## src/design/sspq_pkg.sv

```systemverilog
// ----------------------------------------------------------------------------
// sspq_pkg
// Shared types and codes for the stable sorted priority queue.
// ----------------------------------------------------------------------------
package sspq_pkg;

    localparam int PRIO_W = 16;
    localparam int TAG_W  = 16;

    // operation codes on the input channel
    localparam logic [1:0] FUNC_PUSH = 2'd0;
    localparam logic [1:0] FUNC_POP  = 2'd1;
    localparam logic [1:0] FUNC_PEEK = 2'd2;

    // result status codes
    localparam logic [1:0] STATUS_OK         = 2'd0;
    localparam logic [1:0] STATUS_POP_EMPTY  = 2'd1;
    localparam logic [1:0] STATUS_PUSH_FULL  = 2'd2;

    // one stored entry
    typedef struct packed {
        logic                     used;
        logic signed [PRIO_W-1:0] prio;
        logic        [TAG_W-1:0]  tag;
    } t_entry;

    // operation broadcast to every cell
    typedef struct packed {
        logic                     push_en;
        logic                     pop_en;
        logic signed [PRIO_W-1:0] prio;
        logic        [TAG_W-1:0]  tag;
    } t_ctrl;

endpackage

```

## src/design/sspq_cell.sv

```systemverilog
// ----------------------------------------------------------------------------
// sspq_cell
// One slot of the sorted chain: holds an entry, shifts right on an insert
// ahead of it and left on a pop.
// ----------------------------------------------------------------------------
module sspq_cell (
    input  logic            i_clk,
    input  logic            i_rst_n,
    input  sspq_pkg::t_ctrl i_ctrl,
    input  sspq_pkg::t_entry i_left,
    input  logic            i_left_ins,
    input  sspq_pkg::t_entry i_right,
    output sspq_pkg::t_entry o_entry,
    output sspq_pkg::t_entry o_next,
    output logic            o_ins
);
    import sspq_pkg::*;

    logic                     r_used;
    logic signed [PRIO_W-1:0] r_prio;
    logic        [TAG_W-1:0]  r_tag;
    t_entry                   n_entry;

    // insertion point lies at or before this slot
    assign o_ins = !r_used || (r_prio > i_ctrl.prio);

    always_comb begin
        n_entry.used = r_used;
        n_entry.prio = r_prio;
        n_entry.tag  = r_tag;
        if (i_ctrl.push_en) begin
            n_entry.used = r_used | i_left.used;
            if (o_ins) begin
                if (i_left_ins) begin
                    n_entry.prio = i_left.prio;
                    n_entry.tag  = i_left.tag;
                end else begin
                    n_entry.prio = i_ctrl.prio;
                    n_entry.tag  = i_ctrl.tag;
                end
            end
        end else if (i_ctrl.pop_en) begin
            n_entry = i_right;
        end
    end

    always_ff @(posedge i_clk) begin
        if (!i_rst_n) begin
            r_used <= 1'b0;
        end else begin
            r_used <= n_entry.used;
        end
        r_prio <= n_entry.prio;
        r_tag  <= n_entry.tag;
    end

    assign o_entry = '{used: r_used, prio: r_prio, tag: r_tag};
    assign o_next  = n_entry;

endmodule

```

## src/design/stable_sorted_priority_queue.sv

```systemverilog
// ----------------------------------------------------------------------------
// stable_sorted_priority_queue
// Min-first priority queue of DEPTH entries kept sorted in a chain of cells.
// ----------------------------------------------------------------------------
// Usage:
//   Input channel (i_in_valid / o_in_stall) carries one operation per
//   transfer: push (i_prio, i_tag), pop of the head, or peek. An unknown
//   func code acts as a peek.
//   Output channel (o_out_valid / i_out_stall) returns exactly one result
//   per operation: head priority and tag after the operation (zero when
//   empty), empty and full flags, and a status code. A pop on an empty
//   queue and a push into a full queue change nothing and are flagged.
//   The result is registered and valid in the cycle after the input transfer.
//   Throughput is one operation per cycle unless the output stalls: every
//   cell compares its stored priority with the broadcast one in the same
//   cycle and takes its neighbor's entry, so one cell update sets the rate.
//   When the receiver stalls, the single result register holds and the
//   input stalls until it drains; no result is lost.
//   Reset (synchronous, active low) empties the queue at once; the stored
//   priorities and tags are left as they are and are never shown.
// ----------------------------------------------------------------------------
module stable_sorted_priority_queue #(
    parameter int DEPTH = 16
) (
    input  logic                              i_clk,
    input  logic                              i_rst_n,
    input  logic                              i_in_valid,
    output logic                              o_in_stall,
    input  logic [1:0]                        i_func,
    input  logic signed [sspq_pkg::PRIO_W-1:0] i_prio,
    input  logic [sspq_pkg::TAG_W-1:0]        i_tag,
    output logic                              o_out_valid,
    input  logic                              i_out_stall,
    output logic signed [sspq_pkg::PRIO_W-1:0] o_head_prio,
    output logic [sspq_pkg::TAG_W-1:0]        o_head_tag,
    output logic                              o_is_empty,
    output logic                              o_is_full,
    output logic [1:0]                        o_status
);
    import sspq_pkg::*;

    t_entry     w_entry [DEPTH];
    t_entry     w_next  [DEPTH];
    logic       w_ins   [DEPTH];
    logic [DEPTH-1:0] w_used;
    t_ctrl      w_ctrl;
    logic       w_accept;
    logic       w_empty;
    logic       w_full;
    logic [1:0] w_status;

    logic                     r_out_valid;
    logic signed [PRIO_W-1:0] r_head_prio;
    logic        [TAG_W-1:0]  r_head_tag;
    logic                     r_is_empty;
    logic                     r_is_full;
    logic [1:0]               r_status;

    // a finished result that cannot leave blocks the next transfer
    assign o_in_stall = r_out_valid && i_out_stall;
    assign w_accept   = i_in_valid && !o_in_stall;

    // queue state before the operation; used slots always form a prefix
    assign w_empty = !w_entry[0].used;
    assign w_full  = w_entry[DEPTH-1].used;

    always_comb begin
        w_ctrl.push_en = w_accept && (i_func == FUNC_PUSH) && !w_full;
        w_ctrl.pop_en  = w_accept && (i_func == FUNC_POP) && !w_empty;
        w_ctrl.prio    = i_prio;
        w_ctrl.tag     = i_tag;
        if (i_func == FUNC_PUSH && w_full) begin
            w_status = STATUS_PUSH_FULL;
        end else if (i_func == FUNC_POP && w_empty) begin
            w_status = STATUS_POP_EMPTY;
        end else begin
            w_status = STATUS_OK;
        end
    end

    genvar g;
    generate
        for (g = 0; g < DEPTH; g++) begin : g_cell
            t_entry w_left;
            t_entry w_right;
            logic   w_left_ins;

            if (g == 0) begin : g_first
                // virtual full slot ahead of the head, never past the insert
                assign w_left     = '{used: 1'b1, prio: '0, tag: '0};
                assign w_left_ins = 1'b0;
            end else begin : g_mid
                assign w_left     = w_entry[g-1];
                assign w_left_ins = w_ins[g-1];
            end

            if (g == DEPTH-1) begin : g_last
                assign w_right = '{used: 1'b0, prio: '0, tag: '0};
            end else begin : g_inner
                assign w_right = w_entry[g+1];
            end

            sspq_cell u_cell (
                .i_clk      (i_clk),
                .i_rst_n    (i_rst_n),
                .i_ctrl     (w_ctrl),
                .i_left     (w_left),
                .i_left_ins (w_left_ins),
                .i_right    (w_right),
                .o_entry    (w_entry[g]),
                .o_next     (w_next[g]),
                .o_ins      (w_ins[g])
            );

            assign w_used[g] = w_entry[g].used;
        end
    endgenerate

    // result register: head after the operation comes from the cells' next value
    always_ff @(posedge i_clk) begin
        if (!i_rst_n) begin
            r_out_valid <= 1'b0;
        end else if (w_accept) begin
            r_out_valid <= 1'b1;
        end else if (!i_out_stall) begin
            r_out_valid <= 1'b0;
        end
        if (w_accept) begin
            r_head_prio <= w_next[0].used ? w_next[0].prio : '0;
            r_head_tag  <= w_next[0].used ? w_next[0].tag  : '0;
            r_is_empty  <= !w_next[0].used;
            r_is_full   <= w_next[DEPTH-1].used;
            r_status    <= w_status;
        end
    end

    assign o_out_valid = r_out_valid;
    assign o_head_prio = r_head_prio;
    assign o_head_tag  = r_head_tag;
    assign o_is_empty  = r_is_empty;
    assign o_is_full   = r_is_full;
    assign o_status    = r_status;

    // used slots stay a contiguous prefix
    a_used_prefix: assert property (@(posedge i_clk) disable iff (!i_rst_n)
        ((w_used >> 1) & ~w_used) == '0)
        else $error("used slots not a prefix");

    // the two head slots stay in priority order
    a_head_sorted: assert property (@(posedge i_clk) disable iff (!i_rst_n)
        w_entry[1].used |-> (w_entry[0].prio <= w_entry[1].prio))
        else $error("head slots out of order");

    // a push that fits leaves a non-empty queue and reports ok
    a_push_ok: assert property (@(posedge i_clk) disable iff (!i_rst_n)
        (w_accept && i_func == FUNC_PUSH && !w_full)
        |=> (o_out_valid && !o_is_empty && o_status == STATUS_OK))
        else $error("push result wrong");

    // a pop on an empty queue is flagged and leaves it empty
    a_pop_empty: assert property (@(posedge i_clk) disable iff (!i_rst_n)
        (w_accept && i_func == FUNC_POP && w_empty)
        |=> (o_out_valid && o_is_empty && o_status == STATUS_POP_EMPTY))
        else $error("pop on empty result wrong");

    // full and empty never show together
    a_flags: assert property (@(posedge i_clk) disable iff (!i_rst_n)
        o_out_valid |-> !(o_is_full && o_is_empty))
        else $error("full and empty both set");

endmodule

```

## config.mk

```make
export PLATFORM = sky130hd
export DESIGN_NAME = stable_sorted_priority_queue
export DESIGN_NICKNAME = d
export VERILOG_FILES = /design/src/design/sspq_pkg.sv /design/src/design/sspq_cell.sv /design/src/design/stable_sorted_priority_queue.sv
export SDC_FILE = /design/constraint.sdc
export NUM_CORES = 2
export LEC_CHECK = 0
export ABC_AREA = 0
export ABC_CLOCK_PERIOD_IN_PS = 13800
export BUFFER_PORTS_ARGS = -buffer_cell sky130_fd_sc_hd__buf_2
export CORE_AREA = 3 3 272 274
export DETAILED_ROUTE_END_ITERATION = 16
export DIE_AREA = 0 0 275 277
export PLACE_DENSITY = 0.73
export SLEW_MARGIN = 10
export SYNTH_ARGS = -nofsm -noshare
export SYNTH_HDL_FRONTEND = slang
export SYNTH_SLANG_ARGS = --single-unit
```

## constraint.sdc

```tcl
create_clock -name i_clk -period 13.8 [get_ports i_clk]
set_input_delay 2.76 -clock i_clk [delete_from_list [all_inputs] [get_ports i_clk]]
set_output_delay 2.76 -clock i_clk [all_outputs]
set_load 0.1 [all_outputs]
```

# --- Word-level counts from Yosys, hierarchy flattened ---
# Index checks and enable logic that the tools add are counted.
classes:
  reduce_logical: 59
  n_div: 0
  eq_ne: 17
  n_lt_le_gt_ge: 16
  bitwise_logic: 15
  n_shift: 0
  n_mul: 0
  n_mux: 66
  add_sub_neg: 0
op_table:
  columns: ["operator", "count"]
  rows:
  - ["33-bit 2-to-1 mux", 32]
  - ["32-bit 2-to-1 mux", 31]
  - ["16-bit greater-than comparator", 16]
  - ["2-bit by 1-bit != test with 1-bit output (second input constant)", 16]
  - ["2-bit AND reduction", 15]
  - ["1-bit logical NOT", 18]
  - ["1-bit logical OR", 16]
  - ["1-bit OR", 15]
  - ["1-bit logical AND", 8]
  - ["1-bit 2-to-1 mux", 3]
  - ["2-bit by 1-bit equality test with 1-bit output (second input constant)", 1]
  - ["2-bit logical NOT", 1]
  - ["2-bit nonzero test", 1]
word_totals:
  mem_bits_ro: 0
  memories: 0
  ff_bits: 565
  mem_bits_rw: 0
  latch_bits: 0

# --- Logic depth before layout (Yosys ltp) ---
logic_depth:
  depth_word: 8
  depth_mapped: 13
  ltp_nobuf: 9

# --- Cells and area by module ---
# From an unflattened synthesis, not the netlist that was laid out.
unflattened:
  cells_unflattened: 4852
  hier_area_um2: 44859.3
modules_own_cells:
  columns: ["module", "seq_area_each_um2", "instances", "cells_per_inst", "area_each_um2"]
  rows:
  - ["sspq_cell (g_cell[1].u_cell ...)", 660.6, 9, 323, 2748.9]
  - ["sspq_cell (g_cell[0].u_cell ...)", 660.6, 6, 257, 2700.1]
  - ["sspq_cell (g_cell[10].u_cell)", 660.6, 1, 321, 2509.9]
  - ["stable_sorted_priority_queue", 1101.1, 1, 82, 1408.9]

# --- Worst setup path after synthesis ---
# OpenSTA, ideal clock, no wires.
synth_path:
  path_kind: "input to register"
  from: "input i_prio[15] (netlist name)"
  to: "register g_cell[8].u_cell.r_prio[0], enable pin"
  path_stages: 10
  arrival_time_ps: 7360
  required_ps: 13330
  setup_slack_ps: 5970
  n_path_buf: 2
  cell_sequence: "clkbuf_1 > inv_1 > ha_1 > and4_1 > a221oi_1 > nand2_1 > nor3_1 > a211oi_2 > clkbuf_1 > o31ai_1"
synth_between:
  elab_chain_cells: 4
synth_lines:
  columns: ["item", "line_no", "source"]
  rows:
  - ["start: declaration", "stable_sorted_priority_queue.sv:30", "input logic signed [sspq_pkg::PRIO_W-1:0] i_prio,"]
  - ["16-bit greater-than comparator", "sspq_cell.sv:25", "assign o_ins = !r_used || (r_prio > i_ctrl.prio);"]
  - ["1-bit logical OR", "sspq_cell.sv:25", null]
  - ["2-bit by 1-bit != test with 1-bit output (no source line)", null, null]
  - ["2-bit AND reduction (no source line)", null, null]
  - ["end signal: assignment", "sspq_cell.sv:53", "r_prio <= n_entry.prio;"]
  - ["end: declaration", "sspq_cell.sv:20", "logic signed [PRIO_W-1:0] r_prio;"]
# No other way between the ends.
# A chain may end at the register's enable or synchronous reset.

# --- Final worst setup path ---
layout_path:
  from: "input i_out_stall"
  to: "register g_cell[1].u_cell.r_prio[9], enable pin"
layout_between:
  elab_chain_cells: 7
  word_cells_on_any_way: 10
layout_lines:
  columns: ["item", "line_no", "source"]
  rows:
  - ["start: declaration", "stable_sorted_priority_queue.sv:33", "input logic i_out_stall,"]
  - ["1-bit logical AND *", "stable_sorted_priority_queue.sv:60", "assign o_in_stall = r_out_valid && i_out_stall;"]
  - ["1-bit logical NOT *", "stable_sorted_priority_queue.sv:61", "assign w_accept = i_in_valid && !o_in_stall;"]
  - ["1-bit logical AND *", "stable_sorted_priority_queue.sv:61", null]
  - ["1-bit logical AND, on equally long branches (2 in series)", "stable_sorted_priority_queue.sv:68, stable_sorted_priority_queue.sv:69", null]
  - ["2-bit by 1-bit != test with 1-bit output (no source line) / 2-bit nonzero test (equally long branches)", null, null]
  - ["2-bit AND reduction (no source line) *", null, null]
  - ["end signal: assignment", "sspq_cell.sv:53", null]
  - ["end: declaration", "sspq_cell.sv:20", null]
# Mark *: on every way between the ends. The rest lies on a longest branch, timed or not.

==> results_dict.tcl <==
set metrics [dict create \
    outcome "finished, final reports clean" \
    tightest_slew_ns 1.26 \
    first_pass_iters 6 \
    ctsResizeCount 0 \
    dp_hpwl_um 64800 \
    hold_viol_final 0 \
    ys.warnings.count 0 \
    cts_buffers 58 \
    cts-hold-fix-buffers 0 \
    synth_edf_count 516 \
    layout.nets 3320 \
    finalSetupTns_ns 0 \
    avgSynthCellArea_um2 10.9 \
    synthArstFlopShare_pct 0 \
    vdd_drop_max_mv 0.102 \
    criticalPathCategory "in2reg" \
    cp_max_fo 178 \
    p_leak_uw 0.0144 \
    cts_sinks 565 \
    port_buffers 75 \
    num_vias 25300 \
    endpoint_kind "flip-flop" \
    cts_setup_buffers 0 \
    drt_wl_total_um 97400 \
    grt_pass1_vias 24800 \
    r2r_slack_ns 9.43 \
    cp-start-kind "input port" \
    cts.path.max_buffers 3 \
    cts_tree "done" \
    synthesis.area_um2 33500 \
    dieWidth_um 275 \
    start_util_pct 46.8 \
    relSlewSlack_pct 16.0 \
    final_cell_mix "516 x edfxtp_1, 377 x mux2i_1, 375 x nand2_1" \
    track_usage_pct 25.0 \
    worstHoldPathType "reg2reg" \
    yosysUniqueCellTypes 64 \
    syn_nets 3367 \
    cts_root_buf "clkbuf_16" \
    rsz0062_at_grt "no" \
    pin_count 76 \
    h-tree-depth 2 \
    die_h_um 277 \
    setup_viol 0 \
    area_growth_pct 9.18 \
    worstReg2RegStart "o_out_valid" \
    grt_first_pass_wirelength_um 149000 \
    wl_per_cell_um 24.1 \
    total_power_uw 4130 \
    grt-ovfl-total 0 \
    layout-drive-gt1-share_pct 10.4 \
    grt_max_degree 264 \
    crit_arrival_ns 6.65 \
    dieArea_um2 76200 \
    yosysSeqAreaShare_pct 49.1 \
    path_clk_slew_ns 0.06 \
    final_antenna_net_count 0 \
    num_rows 98 \
    synth_cells 3089 \
    cp_data_required_time_ns 14.12 \
    fin_crit_sh_pct 45.8 \
    via_per_inst 6.25 \
    coreArea_um2 71600 \
    clk_latency_ns 0.64 \
    synth_seq_cells 565 \
    drt_iter0_drc 2688 \
    r2r_cells 10 \
    hold_end "g_cell[0].u_cell.r_tag[4]" \
    hp-start "g_cell[1].u_cell.r_tag[4]" \
    place.gp.congestion 0.918 \
    period_needed_ns 6.32 \
    mostFrequentLayoutCell "edfxtp_1" \
    maxCapViolCount 0 \
    synth-main-ff-cell "edfxtp_1" \
    fmax_mhz 158 \
    antenna_found_initial 1 \
    slew_viol_final 0 \
    power.density_nw_per_um2 113 \
    fin_worst_skew_ns 0.0291 \
    whs_path_depth 2 \
    drcViolationCount 0 \
    reg2reg_to "g_cell[1].u_cell.r_prio[9]" \
]
[metal layers]
metal / vias up / wire length [µm] / part of all wire (%) / GRT usage (%)
met5: - / 0 / 0 / 0
met4: 0 / 4020 / 4.1 / 9.79
met3: 198 / 7140 / 7.3 / 3.46
met2: 1108 / 46000 / 47 / 40.8
met1: 12400 / 40200 / 41 / 33.6
li1: 11600 / - / - / -
[area by class of cell]
class                      instances  area (µm²)
antenna                            1        2.50
clock buffer                      83        1630
clock inverter                    26         285
fill                            6315       35000
inverter                         129         484
multi-input combinational       2165       15800
sequential                       565       16500
tap                              950        1190
timing repair buffer             123         786
[flip-flops by register name, indices dropped and copies added (netlist names)]
signal                flops
g_cell.u_cell.r_prio    256
o_out_valid               1
o_head_tag               16
g_cell.u_cell.r_used     16
o_head_prio              16
o_is_full                 1
o_is_empty                1
o_status                  2
g_cell.u_cell.r_tag     256
[worst max-delay path: stages]
cell	delay (ns)
buf_2	0.10
and2_4	0.15
nand2b_1	0.19
nor4_2	0.25
buf_12	0.60
buf_4	0.86
nand2_1	0.25
nor2b_4	0.38
buf_4	0.53
nor2_4	0.17
buf_4	0.33
[cell families (layout without fill, tap and decap cells)]
group / Yosys count / in the layout / share of synthesized area (%)
AOI/OAI and AO/OA: 731 / 731 / 13.9
adders and majority gates: 240 / 240 / 8.96
buffers and inverters: 359 / 361 / 4.62
DFF: 565 / 565 / 49.1
muxes: 412 / 412 / 12.8
other: 0 / 1 / 0
and+or+nand+nor: 782 / 782 / 10.6
[cell usage after synthesis, types with 4 or more instances]
cell | n | share of area (%)
edfxtp_1 | 516 | 46
nand2_1 | 382 | 4.3
mux2i_1 | 377 | 11
o21ai_0 | 254 | 3.8
ha_1 | 240 | 9.0
a21oi_1 | 166 | 2.5
clkbuf_1 | 134 | 1.5
inv_1 | 129 | 1.4
nand3_1 | 111 | 1.7
nor2_1 | 102 | 1.1
buf_2 | 70 | 1.0
o221ai_1 | 65 | 1.7
dfxtp_1 | 49 | 2.9
nand4_1 | 45 | 0.84
o211ai_1 | 44 | 0.99
nand2b_1 | 37 | 0.69
a221oi_1 | 34 | 0.89
a31oi_1 | 34 | 0.63
and3_1 | 34 | 0.63
o221a_2 | 32 | 1.1
mux2_4 | 30 | 1.3
a21o_1 | 27 | 0.60
nor2b_1 | 22 | 0.41
o21ai_1 | 15 | 0.22
buf_1 | 13 | 0.15
nor3_1 | 12 | 0.18
o21a_1 | 10 | 0.22
a2111oi_0 | 8 | 0.21
and4_1 | 8 | 0.21
buf_6 | 7 | 0.24
a21boi_0 | 6 | 0.13
nand3b_1 | 6 | 0.13
nor4_1 | 6 | 0.11
a211oi_1 | 5 | 0.11
and2_1 | 5 | 0.093
mux2_2 | 5 | 0.17
or4_1 | 4 | 0.090
[power breakdown]
part / internal [µW] / total [µW] / switching [µW]
clock network: 915 / 1620 / 702
registers: 1960 / 2020 / 57.2
logic: 162 / 500 / 338
total: 3040 / 4130 / 1100
[per-stage QoR]
stage          worst slack, ns  area, µm²  hold WS (ns)  std cells  util, %
3_3_place_gp              6.86      34700         0.479       3931     48.4
2_1_floorplan             5.97      33500         0.455       3089        -
5_1_grt                   7.21      36600         0.525       4041     51.1
4_1_cts                   7.45      36600         0.501       4040     51.1
3_5_place_dp              6.82      34700         0.484       3931     48.4
6_report                  7.48      36600         0.496       4042     51.1
[how the worst max path moves through the flow]
stage | to | cells past startpoint | slack, ns | startpoint
floorplan | g_cell[8].u_cell.r_prio[0] | 10 | 5.97 | i_prio[15]
global placement | g_cell[1].u_cell.r_prio[8] | 11 | 6.86 | i_out_stall
detailed placement | g_cell[1].u_cell.r_prio[11] | 11 | 6.82 | i_out_stall
CTS | g_cell[1].u_cell.r_prio[9] | 11 | 7.45 | i_out_stall
global route | g_cell[1].u_cell.r_prio[9] | 11 | 7.21 | i_out_stall
finish | g_cell[1].u_cell.r_prio[9] | 11 | 7.48 | i_out_stall
Note: power is estimated with default switching activity, not from simulation.
